==> config.mk <==
export PLATFORM = sky130hd
export DESIGN_NAME = positional_list_engine
export DESIGN_NICKNAME = d
export VERILOG_FILES = /design/src/design/ple_pkg.sv /design/src/design/ple_cell.sv /design/src/design/positional_list_engine.sv
export VERILOG_INCLUDE_DIRS = /design/src /design/src/design
export SDC_FILE = /design/constraint.sdc
export NUM_CORES = 2
export LEC_CHECK = 0
export ABC_AREA = 1
export BUFFER_PORTS_ARGS = -buffer_cell sky130_fd_sc_hd__buf_4
export CAP_MARGIN = 20
export CORE_MARGIN = 8
export CORE_UTILIZATION = 30
export CTS_CLUSTER_SIZE = 12
export DETAILED_ROUTE_END_ITERATION = 10
export SLEW_MARGIN = 20
export SYNTH_ARGS = -nofsm -noshare
export SYNTH_HDL_FRONTEND = slang
export SYNTH_SLANG_ARGS = --single-unit
==> constraint.sdc <==
create_clock -name clk -period 82.8 [get_ports clk]
set_input_delay 16.56 -clock clk [delete_from_list [all_inputs] [get_ports clk]]
set_output_delay 16.56 -clock clk [all_outputs]
set_load 0.02 [all_outputs]
==> src/design/positional_list_engine_assert.svh <==
// Assertion macros for the positional list engine module.
// Expects a clock named clk and an active-low reset named arst_n in scope.
`ifndef POSITIONAL_LIST_ENGINE_ASSERT_SVH
`define POSITIONAL_LIST_ENGINE_ASSERT_SVH

// Check a property on every rising clock edge outside reset.
`define PLE_ASSERT(label, prop, msg) \
	label: assert property (@(posedge clk) disable iff (!arst_n) (prop)) else $error(msg);

// Check that a condition implies a property in the next cycle.
`define PLE_ASSERT_NEXT(label, cond, prop, msg) \
	label: assert property (@(posedge clk) disable iff (!arst_n) (cond) |=> (prop)) \
		else $error(msg);

`endif

==> src/design/ple_pkg.sv <==
// Shared types and constants for the positional list engine.
// No dependencies; used by ple_cell and positional_list_engine.
package ple_pkg;

	localparam int DATA_W       = 32;
	localparam int POS_W        = 6;
	localparam int REQ_W        = 3;
	localparam int ST_W         = 2;
	localparam int CAPACITY_DEF = 32;

	localparam logic [REQ_W-1:0] REQ_GET    = 3'd0;
	localparam logic [REQ_W-1:0] REQ_LOCATE = 3'd1;
	localparam logic [REQ_W-1:0] REQ_INSERT = 3'd2;
	localparam logic [REQ_W-1:0] REQ_DELETE = 3'd3;
	localparam logic [REQ_W-1:0] REQ_CLEAR  = 3'd4;

	localparam logic [ST_W-1:0] ST_OK       = 2'd0;
	localparam logic [ST_W-1:0] ST_BADPOS   = 2'd1;
	localparam logic [ST_W-1:0] ST_FULL     = 2'd2;
	localparam logic [ST_W-1:0] ST_NOTFOUND = 2'd3;

	typedef struct packed {
		logic              ins;
		logic              del;
		logic              load;
		logic [POS_W-1:0]  pos;
		logic [DATA_W-1:0] value;
	} ple_cmd_t;

endpackage

==> src/design/ple_cell.sv <==
// One storage cell of the list: holds one element and shifts with its neighbors.
// Depends on ple_pkg for the command struct and widths.
module ple_cell import ple_pkg::*; #(
	parameter int CAPACITY = CAPACITY_DEF,
	parameter int IDX      = 0
) (
	input  logic                                clk,
	input  ple_cmd_t                            cmd,
	input  logic [$clog2(CAPACITY+1)-1:0]       count,
	input  logic [DATA_W-1:0]                   left,
	input  logic [DATA_W-1:0]                   right,
	output logic [DATA_W-1:0]                   elem,
	output logic [DATA_W-1:0]                   tap_s1,
	output logic                                match_s1
);

	localparam int CW = $clog2(CAPACITY + 1);
	localparam int XW = ((CW > POS_W) ? CW : POS_W) + 1;
	localparam logic [XW-1:0] SLOT = XW'(IDX + 1);

	logic [XW-1:0]     pos_x;
	logic [XW-1:0]     cnt_x;
	logic              at_pos;
	logic              after_pos;
	logic              in_use;
	logic [DATA_W-1:0] elem_q;

	assign pos_x     = XW'(cmd.pos);
	assign cnt_x     = XW'(count);
	assign at_pos    = (SLOT == pos_x);
	assign after_pos = (SLOT > pos_x);
	assign in_use    = (SLOT <= cnt_x);
	assign elem      = elem_q;

	always_ff @(posedge clk) begin
		if (cmd.ins) begin
			if (after_pos) begin
				elem_q <= left;
			end else if (at_pos) begin
				elem_q <= cmd.value;
			end
		end else if (cmd.del && (at_pos || after_pos)) begin
			elem_q <= right;
		end
	end

	always_ff @(posedge clk) begin
		if (cmd.load) begin
			tap_s1   <= at_pos ? elem_q : '0;
			match_s1 <= in_use && (elem_q == cmd.value);
		end
	end

endmodule

==> src/design/positional_list_engine.sv <==
// A request is registered in the search stage, then in the output register that drives the m_ group.
// Throughput: one transaction per cycle unless the output stalls; elements shift and compare in all cells at once.
// The search stage and an output register part the two sides, so a stalled result
// still lets the next request in while the search stage is free.
// Reset clears the element count and all valid flags; element storage is not cleared.
module positional_list_engine import ple_pkg::*; #(
	parameter int CAPACITY = CAPACITY_DEF
) (
	input  logic        clk,
	input  logic        arst_n,
	input  logic        s_tvalid,
	output logic        s_tready,
	input  logic [39:0] s_tdata,   // position[5:0], value[37:6], zero[39:38]
	input  logic [2:0]  s_tuser,   // req_type[2:0]
	output logic        m_tvalid,
	input  logic        m_tready,
	output logic [47:0] m_tdata    // status[1:0], data_out[33:2], found_position[39:34],
	                               // list_length[45:40], zero[47:46]
);

	`include "positional_list_engine_assert.svh"

	localparam int CW = $clog2(CAPACITY + 1);
	localparam int XW = ((CW > POS_W) ? CW : POS_W) + 1;

	logic [REQ_W-1:0]  req;
	logic [POS_W-1:0]  pos;
	logic [DATA_W-1:0] value;
	logic              accept;
	logic              advance;

	logic [CW-1:0]     count_q;
	logic [CW-1:0]     count_nxt;
	logic [XW-1:0]     pos_x;
	logic [XW-1:0]     cnt_x;
	logic              pos_ok;
	logic              ins_pos_ok;
	logic              full;
	logic              ins_ok;
	logic              del_ok;
	logic [ST_W-1:0]   status_nxt;
	logic              data_en_nxt;

	logic              valid_s1;
	logic [REQ_W-1:0]  req_s1;
	logic [ST_W-1:0]   status_s1;
	logic              data_en_s1;
	logic [POS_W-1:0]  len_s1;

	ple_cmd_t          cmd;
	logic [DATA_W-1:0] elem_w  [CAPACITY];
	logic [DATA_W-1:0] tap_w   [CAPACITY];
	logic [CAPACITY-1:0] match_w;

	logic [DATA_W-1:0] tap_or;
	logic [XW-1:0]     found_x;
	logic              hit;
	logic [ST_W-1:0]   status_out;
	logic [DATA_W-1:0] data_out;
	logic [POS_W-1:0]  found_out;

	logic              out_valid_q;
	logic [47:0]       out_data_q;

	assign req   = s_tuser;
	assign pos   = s_tdata[5:0];
	assign value = s_tdata[37:6];

	assign advance  = valid_s1 && (!out_valid_q || m_tready);
	assign s_tready = !valid_s1 || advance;
	assign accept   = s_tvalid && s_tready;

	assign pos_x      = XW'(pos);
	assign cnt_x      = XW'(count_q);
	assign pos_ok     = (pos_x != '0) && (pos_x <= cnt_x);
	assign ins_pos_ok = (pos_x != '0) && (pos_x <= cnt_x + XW'(1));
	assign full       = (cnt_x >= XW'(CAPACITY));
	assign ins_ok     = (req == REQ_INSERT) && ins_pos_ok && !full;
	assign del_ok     = (req == REQ_DELETE) && pos_ok;

	always_comb begin
		status_nxt  = ST_OK;
		data_en_nxt = 1'b0;
		count_nxt   = count_q;
		unique case (req)
			REQ_GET: begin
				data_en_nxt = pos_ok;
				status_nxt  = pos_ok ? ST_OK : ST_BADPOS;
			end
			REQ_LOCATE: begin
				status_nxt = ST_NOTFOUND;
			end
			REQ_INSERT: begin
				if (!ins_pos_ok) begin
					status_nxt = ST_BADPOS;
				end else if (full) begin
					status_nxt = ST_FULL;
				end else begin
					count_nxt = count_q + CW'(1);
				end
			end
			REQ_DELETE: begin
				data_en_nxt = pos_ok;
				if (pos_ok) begin
					count_nxt = count_q - CW'(1);
				end else begin
					status_nxt = ST_BADPOS;
				end
			end
			REQ_CLEAR: begin
				count_nxt = '0;
			end
			default: begin
				status_nxt = ST_OK;
			end
		endcase
	end

	assign cmd.ins   = accept && ins_ok;
	assign cmd.del   = accept && del_ok;
	assign cmd.load  = accept;
	assign cmd.pos   = pos;
	assign cmd.value = value;

	for (genvar i = 0; i < CAPACITY; i++) begin : g_cell
		logic [DATA_W-1:0] left_w;
		logic [DATA_W-1:0] right_w;
		if (i == 0) begin : g_first
			assign left_w = value;
		end else begin : g_left
			assign left_w = elem_w[i-1];
		end
		if (i == CAPACITY - 1) begin : g_last
			assign right_w = elem_w[i];
		end else begin : g_right
			assign right_w = elem_w[i+1];
		end
		ple_cell #(
			.CAPACITY (CAPACITY),
			.IDX      (i)
		) u_cell (
			.clk      (clk),
			.cmd      (cmd),
			.count    (count_q),
			.left     (left_w),
			.right    (right_w),
			.elem     (elem_w[i]),
			.tap_s1   (tap_w[i]),
			.match_s1 (match_w[i])
		);
	end

	always_ff @(posedge clk or negedge arst_n) begin
		if (!arst_n) begin
			count_q  <= '0;
			valid_s1 <= 1'b0;
		end else begin
			if (accept) begin
				count_q  <= count_nxt;
				valid_s1 <= 1'b1;
			end else if (advance) begin
				valid_s1 <= 1'b0;
			end
		end
	end

	always_ff @(posedge clk) begin
		if (accept) begin
			req_s1     <= req;
			status_s1  <= status_nxt;
			data_en_s1 <= data_en_nxt;
			len_s1     <= POS_W'(count_nxt);
		end
	end

	always_comb begin
		tap_or  = '0;
		found_x = '0;
		for (int i = 0; i < CAPACITY; i++) begin
			tap_or = tap_or | tap_w[i];
		end
		for (int i = CAPACITY - 1; i >= 0; i--) begin
			if (match_w[i]) begin
				found_x = XW'(i + 1);
			end
		end
	end

	assign hit = |match_w;

	always_comb begin
		status_out = status_s1;
		found_out  = '0;
		if (req_s1 == REQ_LOCATE) begin
			status_out = hit ? ST_OK : ST_NOTFOUND;
			found_out  = hit ? POS_W'(found_x) : '0;
		end
	end

	assign data_out = data_en_s1 ? tap_or : '0;

	always_ff @(posedge clk or negedge arst_n) begin
		if (!arst_n) begin
			out_valid_q <= 1'b0;
		end else begin
			if (advance) begin
				out_valid_q <= 1'b1;
			end else if (m_tready) begin
				out_valid_q <= 1'b0;
			end
		end
	end

	always_ff @(posedge clk) begin
		if (advance) begin
			out_data_q <= {2'b00, len_s1, found_out, data_out, status_out};
		end
	end

	assign m_tvalid = out_valid_q;
	assign m_tdata  = out_data_q;

	`PLE_ASSERT(a_count_bound, count_q <= CW'(CAPACITY), "count exceeds capacity")
	`PLE_ASSERT_NEXT(a_s1_hold, valid_s1 && out_valid_q && !m_tready, valid_s1,
		"search stage dropped a stalled transaction")
	`PLE_ASSERT_NEXT(a_insert_grows, accept && ins_ok, count_q == $past(count_q) + CW'(1),
		"insert did not grow the list")
	`PLE_ASSERT(a_miss_zero, !(out_valid_q && (m_tdata[1:0] == ST_NOTFOUND)) ||
		(m_tdata[39:34] == '0), "miss reported with a position")

endmodule

-- After elaboration in Yosys (flattened, before gate mapping)
Index checks and enable logic that the tools add are counted.
- input port bits: 47
- word-level logic and storage cells: 670
- flip-flop bits (word level): 2146
- output and inout port bits: 50
- add/sub/neg operators: 3
- muxes and demuxes: 172
- reduce and logical (&&, ||, !) cells: 184
- bitwise gates (word level): 33
- equality and inequality tests: 100
- magnitude comparators: 67
- operators with widths (operator ; number):
    32-bit 2-to-1 mux ; 126
    32-bit == test ; 32
    32-bit OR ; 31
    5-bit by 6-bit == test with 1-bit output (first input constant) ; 16
    5-bit by 6-bit > comparator with 1-bit output (first input constant) ; 16
    5-bit by 6-bit <= comparator with 1-bit output (first input constant) ; 16
    3-bit by 1-bit inequality test with 1-bit output (second input constant) ; 31
    5-bit 2-to-1 mux ; 16
    1-bit logical AND ; 72
    2-bit nonzero test ; 34
    2-bit AND reduction ; 33
    4-bit by 6-bit == test with 1-bit output (first input constant) ; 8
    4-bit by 6-bit > comparator with 1-bit output (first input constant) ; 8
    4-bit by 6-bit <= comparator with 1-bit output (first input constant) ; 8
    1-bit logical OR ; 33
    33-bit OR reduction ; 1
    4-bit 2-to-1 mux ; 8
    32-bit OR reduction ; 1
    3-bit by 6-bit == test with 1-bit output (first input constant) ; 4
    3-bit by 6-bit > comparator with 1-bit output (first input constant) ; 4
    3-bit by 6-bit <= comparator with 1-bit output (first input constant) ; 4
    6-bit 2-to-1 mux ; 4
    6-bit case mux with 3 select lines ; 1
    17-bit OR reduction ; 1
    30 further kinds ; 51

-- Longest topological paths before layout
- depth in word-level cells: 32
- depth in mapped cells: 31

-- Cells and area by module
A second synthesis with hierarchy kept.
- cell total of the unflattened synthesis: 14397
- area, all modules: 119326.9 um^2
- modules (own cells, without submodules) (module ; cells an instance ; area an instance (um^2) ; times used ; seq. area each (um^2)):
    positional_list_engine ; 731 ; 5546.6 ; 1 ; 1941.9
    ple_cell (g_cell[20].u_cell) ; 485 ; 3809.9 ; 1 ; 1951.9
    ple_cell (g_cell[16].u_cell) ; 499 ; 3791.1 ; 1 ; 1951.9
    ple_cell (g_cell[28].u_cell) ; 497 ; 3743.6 ; 1 ; 1951.9
    ple_cell (g_cell[21].u_cell) ; 468 ; 3741.1 ; 1 ; 1951.9
    ple_cell (g_cell[1].u_cell) ; 404 ; 3716.1 ; 1 ; 1951.9
    ple_cell (g_cell[12].u_cell) ; 408 ; 3686.0 ; 1 ; 1951.9
    ple_cell (g_cell[25].u_cell) ; 465 ; 3671.0 ; 1 ; 1951.9
    ple_cell (g_cell[26].u_cell) ; 465 ; 3668.5 ; 1 ; 1951.9
    ple_cell (g_cell[17].u_cell) ; 455 ; 3667.3 ; 1 ; 1951.9
    ple_cell (g_cell[14].u_cell) ; 404 ; 3637.2 ; 1 ; 1951.9
    ple_cell (g_cell[10].u_cell) ; 459 ; 3604.7 ; 1 ; 1951.9
    ple_cell (g_cell[24].u_cell) ; 465 ; 3594.7 ; 1 ; 1951.9
    ple_cell (g_cell[30].u_cell) ; 460 ; 3575.9 ; 1 ; 1951.9
    +19 rows ; - ; - ; - ; -

-- Worst setup path after synthesis
OpenSTA, ideal clock, no wires.
- path kind: input -> register
- start: in m_tready
- end: reg count_q[0]
- setup time: 1.381 ns
- stages on the path: 6
- data arrival time: 46.758 ns
- setup slack: 34.661 ns
- path through: inv_1 -> nand3_1 -> nand2_1 -> inv_1 -> clkbuf_1 -> o21ai_0
- cells in the longest elaborated chain, start to end: 4
- ends and longest elaborated chain (what ; RTL line ; text):
    start: declaration ; positional_list_engine.sv:16 ; input logic m_tready,
    1-bit logical OR ; positional_list_engine.sv:69 ; assign advance = valid_s1 && (!out_valid_q || m_tready);
    1-bit logical AND ; positional_list_engine.sv:69 ;
    1-bit logical OR ; positional_list_engine.sv:70 ; assign s_tready = !valid_s1 || advance;
    named net s_tready ; positional_list_engine.sv:12 ; output logic s_tready,
    1-bit logical AND ; positional_list_engine.sv:71 ; assign accept = s_tvalid && s_tready;
    named net accept ; positional_list_engine.sv:29 ; logic accept;
    end signal: assignment ; positional_list_engine.sv:159 ; count_q <= count_nxt;
    end: declaration ; positional_list_engine.sv:32 ; logic [CW-1:0] count_q;
The timed path passes the listed nets, and every way through them passes these cells.
A chain may end at the register's enable or synchronous reset.

-- Worst setup path after layout
- start: in m_tready
- end: out s_tready
- cells in the longest elaborated chain, start to end: 3
- ends and longest elaborated chain (what ; RTL line):
    1-bit logical OR ; positional_list_engine.sv:69
    1-bit logical AND ; positional_list_engine.sv:69
    1-bit logical OR ; positional_list_engine.sv:70
    end: declaration ; positional_list_engine.sv:12
Every way passes these cells.

==> impl_summary.md <==
Critical path
The largest single stage delay on the critical path is approximately 0.19 ns. The most repeated library cell on the critical path is buf_4. The slowest stage of the critical path is the buf_4 cell. The signal on the critical path passes through buf_4, inv_1, nand3_1, buf_4. The worst setup path is launched from an input pin.

The critical path required time is ~66 ns. The worst path arrival time is about 17 ns. The endpoint identified for the worst register-to-register timing path is g_cell[28].u_cell.elem[10]$_DFFE_PP_. The setup check on the worst reg-to-reg path leaves a slack of approximately 71 ns. The critical path in this run is classified as in2out. The launching point of the worst reg2reg path is count_q[0]$_DFFE_PN0P_. Counting cells, the worst reg-to-reg path comes to 24.

The critical path endpoint category is an output pin. The largest driver fanout on the critical path is 3.

Layout
After routing the design area is around 0.12 mm2. The net count reported at finish is between 10000 and 15000. The area taken by flip-flops and latches is 0.0644 mm2.

Compared with the post-synthesis result, the final layout area differs by 11.9%. Of the cells placed in the final design, the portion with a size suffix greater than 1 is 0.0721. The layout has 36865 filler cells. In the final layout, the multi-input gates occupy between 0.03 and 0.04 mm2.

Pwr
Summed over all cells, the static leakage comes to between 40 and 50 nW. The switching power of the nets is between 0.0007 and 0.0008 W. The power density over the cells is between 20 and 25 mW/mm2. Internal power comes to ~0.0018 W. The share of total power dissipated in the clock network is 0.378. The combinational share of power is 0.123. The switching part of the total power is 0.284.

The share of total power dissipated in sequential elements is 0.499. VDD sags by at most slightly below 0.02 mV.

Job
Across the run, the number of max-cap violations was 0.

Routing
The wire length on met3 is slightly below 70 mm. The wire length the detailed router placed on met1 is ~180 mm. The number of DRC markers after the initial detailed-route iteration is between 15000 and 20000.

The average wire per standard cell is 31.8 um. The sum of routed wire length over all layers is ~500 mm. The pre-antenna-repair detailed-routing pass consisted of 6 iterations. In the routed design, unresolved DRC markers number 0.

The top layer reached by signal wires is met5. The met2 wire length is between 200 and 250 mm. The via count of the routed design is between 80000 and 90000.

Dividing the detail-routed via count by the number of cells gives around 5.7. The detail route stage leaves a number of antenna-violating nets equal to 0.

Synth
Dividing the synthesized area by the synthesized cell count gives slightly below 10 um2. Yosys mapped the design onto just under 50 distinct sky130hd cell types. Synthesis handed over a netlist of approximately 11000 instances. In this run, synthesis inferred roughly 2100 flip-flops with an integrated enable.

The sequential-to-total area share from yosys stat is 0.598. The fraction of registers with async set or reset after synthesis is 0.00373. The cell area that synthesis handed to floorplanning was ~0.11 mm2. Counting flops and latches in the post-synthesis netlist gives approximately 2100.

The count of warnings emitted by yosys is 0. The most used flip-flop cell after synthesis is edfxtp_1.

Min path
The startpoint of the worst hold path is len_s1[1]$_DFFE_PP_. For hold timing, the worst endpoint is m_tdata[41]$_DFFE_PP_. The worst hold path belongs to the class reg2reg.

The cell depth of the worst hold path is 0.

Die
The die is slightly above 600 um tall. The initial standard-cell utilization of the core is 0.301. The floorplan step defined a die boundary enclosing 0.379 mm2. Measured along the x axis, the die boundary spans 615 um. The count of boundary I/O pins is 97.

The core region area is roughly 0.36 mm2. The count of standard-cell rows is between 200 and 250.

Place
The total half-perimeter wirelength after legalization and detailed placement is between 300 and 400 mm. At the end of routability-driven placement, the weighted congestion stood at 1.07. The total cell area at the placement stage is between 0.1 and 0.15 mm2. The count of input and output buffers is just over 90.

Global routing
The number of antenna violations at the first check in global routing is 53. The wire length of the first global-routing pass is about 670 mm. Global routing finished with a remaining overflow of 0.

The via count of the first global-routing pass came to between 80000 and 90000. Entering global routing, the biggest net connects ~180 pins. The total routing resource utilization after global routing is 0.252.

Clock tree
CTS placed an instance of clkbuf_16 at the clock tree root. The post-CTS resize count is 0. The deepest level of the CTS H-tree is 4. Once the clock tree was built, the setup fixing pass inserted 0 buffers. Clock tree synthesis inserted a total of ~220 buffers.

The clock tree from TritonCTS is done. Buffers inserted to repair hold after CTS numbered 0. The sink count of the clock tree is approximately 2100. The clock edge transition at the registers on the reported setup and hold paths is around 0.06 ns. The longest clock path from root to sink contains 4 buffers. The clock latency on the worst-skew pair is just over 0.9 ns.

STA
At the pin with the least slew margin, the transition time is 1.35 ns. The final-report hold violation count is 0. The setup skew after layout is between 0.05 and 0.06 ns.

Setup violations remaining at the end of the flow were counted as 0. The max-slew violation count was 0. Counting I/O delays and the setup requirement, the final critical path takes around 34 ns. For the final routed database, the setup TNS stands at 0 ns. Static timing analysis puts the maximum clock frequency at between 20 and 30 MHz. The worst slew slack as a fraction of its limit is 0.0906. Setup repair after global routing left no endpoint under its margin.

Dividing the final minimum period by the clock period gives 0.406. Across all hold checks on the routed design, the worst slack comes to 0.417 ns.

Outcome
The run finished with clean final reports.
[cell type report]
type / count / area share
flip-flops and latches: 2146 / 0.534
multi-input cells: 6995 / 0.303
well taps: 4773 / 0.0495
clock buffers: 296 / 0.0494
inverters: 1141 / 0.0356
repair buffers: 379 / 0.0238
clock inverters: 74 / 0.00381
diodes: 20 / 0.000415
[metrics by stage]
| step | util | instances | total power [W] | setup slack (ns) |
|---|---|---|---|---|
| after CTS | 0.336 | 15802 | 0.00253 | 49.14 |
| after global placement | 0.318 | 15429 | 0.00159 | 49.15 |
| after detailed placement | 0.318 | 15432 | 0.00159 | 49.14 |
| final | 0.336 | 15824 | 0.00255 | 49.15 |
| after floorplan | - | 11084 | 0.00149 | 34.66 |
| after global routing | 0.336 | 15808 | 0.00259 | 49.10 |
[per-layer routing]
metal	up-vias	track usage
met3	1294	0.0776
met4	18	0.198
li1	38250	-
met1	43169	0.317
met2	6867	0.360
met5	-	0
[state kept, by name, indices dropped and copies added (netlist names)]
name,cells
status_s1,2
valid_s1,1
m_tvalid,1
m_tdata,46
g_cell.u_cell.match_s1,32
data_en_s1,1
req_s1,3
g_cell.u_cell.elem,1024
len_s1,6
g_cell.u_cell.tap_s1,1024
count_q,6
[cells in the final DEF (no fill, tap or decap), types with 18 or more instances in the layout]
cell type  synthesis  layout
a21oi_1           42      31
a221oi_1          92      92
a31oi_1           37      34
buf_4             22     373
clkbuf_1         473      68
clkbuf_16          0     228
clkinv_1          17      68
diode_2            0      20
edfxtp_1        2138    2138
inv_1           1109    1092
inv_2             15      27
nand2_1         2202    2183
nand3_1           81      80
nand4_1          169     169
nor2_1          1172    1152
nor2_4             0      19
nor3_1            34      26
nor4_1           342     290
nor4_2             0      39
nor4b_1           18      18
o211ai_1         522     522
o21ai_0          684     681
o21ai_1          797     797
o22ai_1          233     232
xnor2_1          331     331
xor2_1           151     150
[kinds of logic (layout without fill, tap and decap cells)]
group	count (synthesis)	after routing	share of synthesized area
XOR/XNOR	482	482	0.0392
flip-flops	2146	2146	0.598
buffers and inverters	1943	1890	0.0715
other	1	22	0.0000348
AND/OR/NAND/NOR	4041	4041	0.156
adder cells (fa/ha/maj)	16	16	0.00186
AO/OA/AOI/OAI	2454	2454	0.134
[critical path, delay by kind of cell]
family,cells,cell delay (ns)
buffers and inverters,3,0.41
and+or+nand+nor,1,0.13
[cell usage after synthesis (65+ instances only)]
cell type	instances	area share
inv_1	1109	0.039
nor2_1	1172	0.041
a221oi_1	92	0.0075
nand3_1	81	0.0038
nand2_1	2202	0.077
nand4_1	169	0.0098
o211ai_1	522	0.036
buf_1	65	0.0023
clkbuf_1	473	0.016
o21ai_1	797	0.037
xnor2_1	331	0.027
xor2_1	151	0.012
edfxtp_1	2138	0.60
nor4_1	342	0.020
o22ai_1	233	0.014
buf_2	234	0.011
o21ai_0	684	0.032
[power by group through the flow]
stage               Clock, W  Combinational [W]  Sequential [W]
finish              0.000963           0.000314         0.00127
global route        0.000998           0.000322         0.00127
CTS                 0.000962           0.000296         0.00127
detailed placement         0           0.000295         0.00129
global placement           0           0.000294         0.00129
floorplan                  0           0.000151         0.00134
[how the worst max path moves through the flow]
| stage | to | start | slack, ns | depth (start not counted) |
|---|---|---|---|---|
| finish | s_tready | m_tready | 49.15 | 4 |
| global route | s_tready | m_tready | 49.10 | 4 |
| CTS | s_tready | m_tready | 49.14 | 4 |
| detailed placement | s_tready | m_tready | 49.14 | 4 |
| global placement | s_tready | m_tready | 49.15 | 4 |
| floorplan | count_q[0]$_DFFE_PN0P_ | m_tready | 34.66 | 6 |
(Power assumes the default switching activity.)
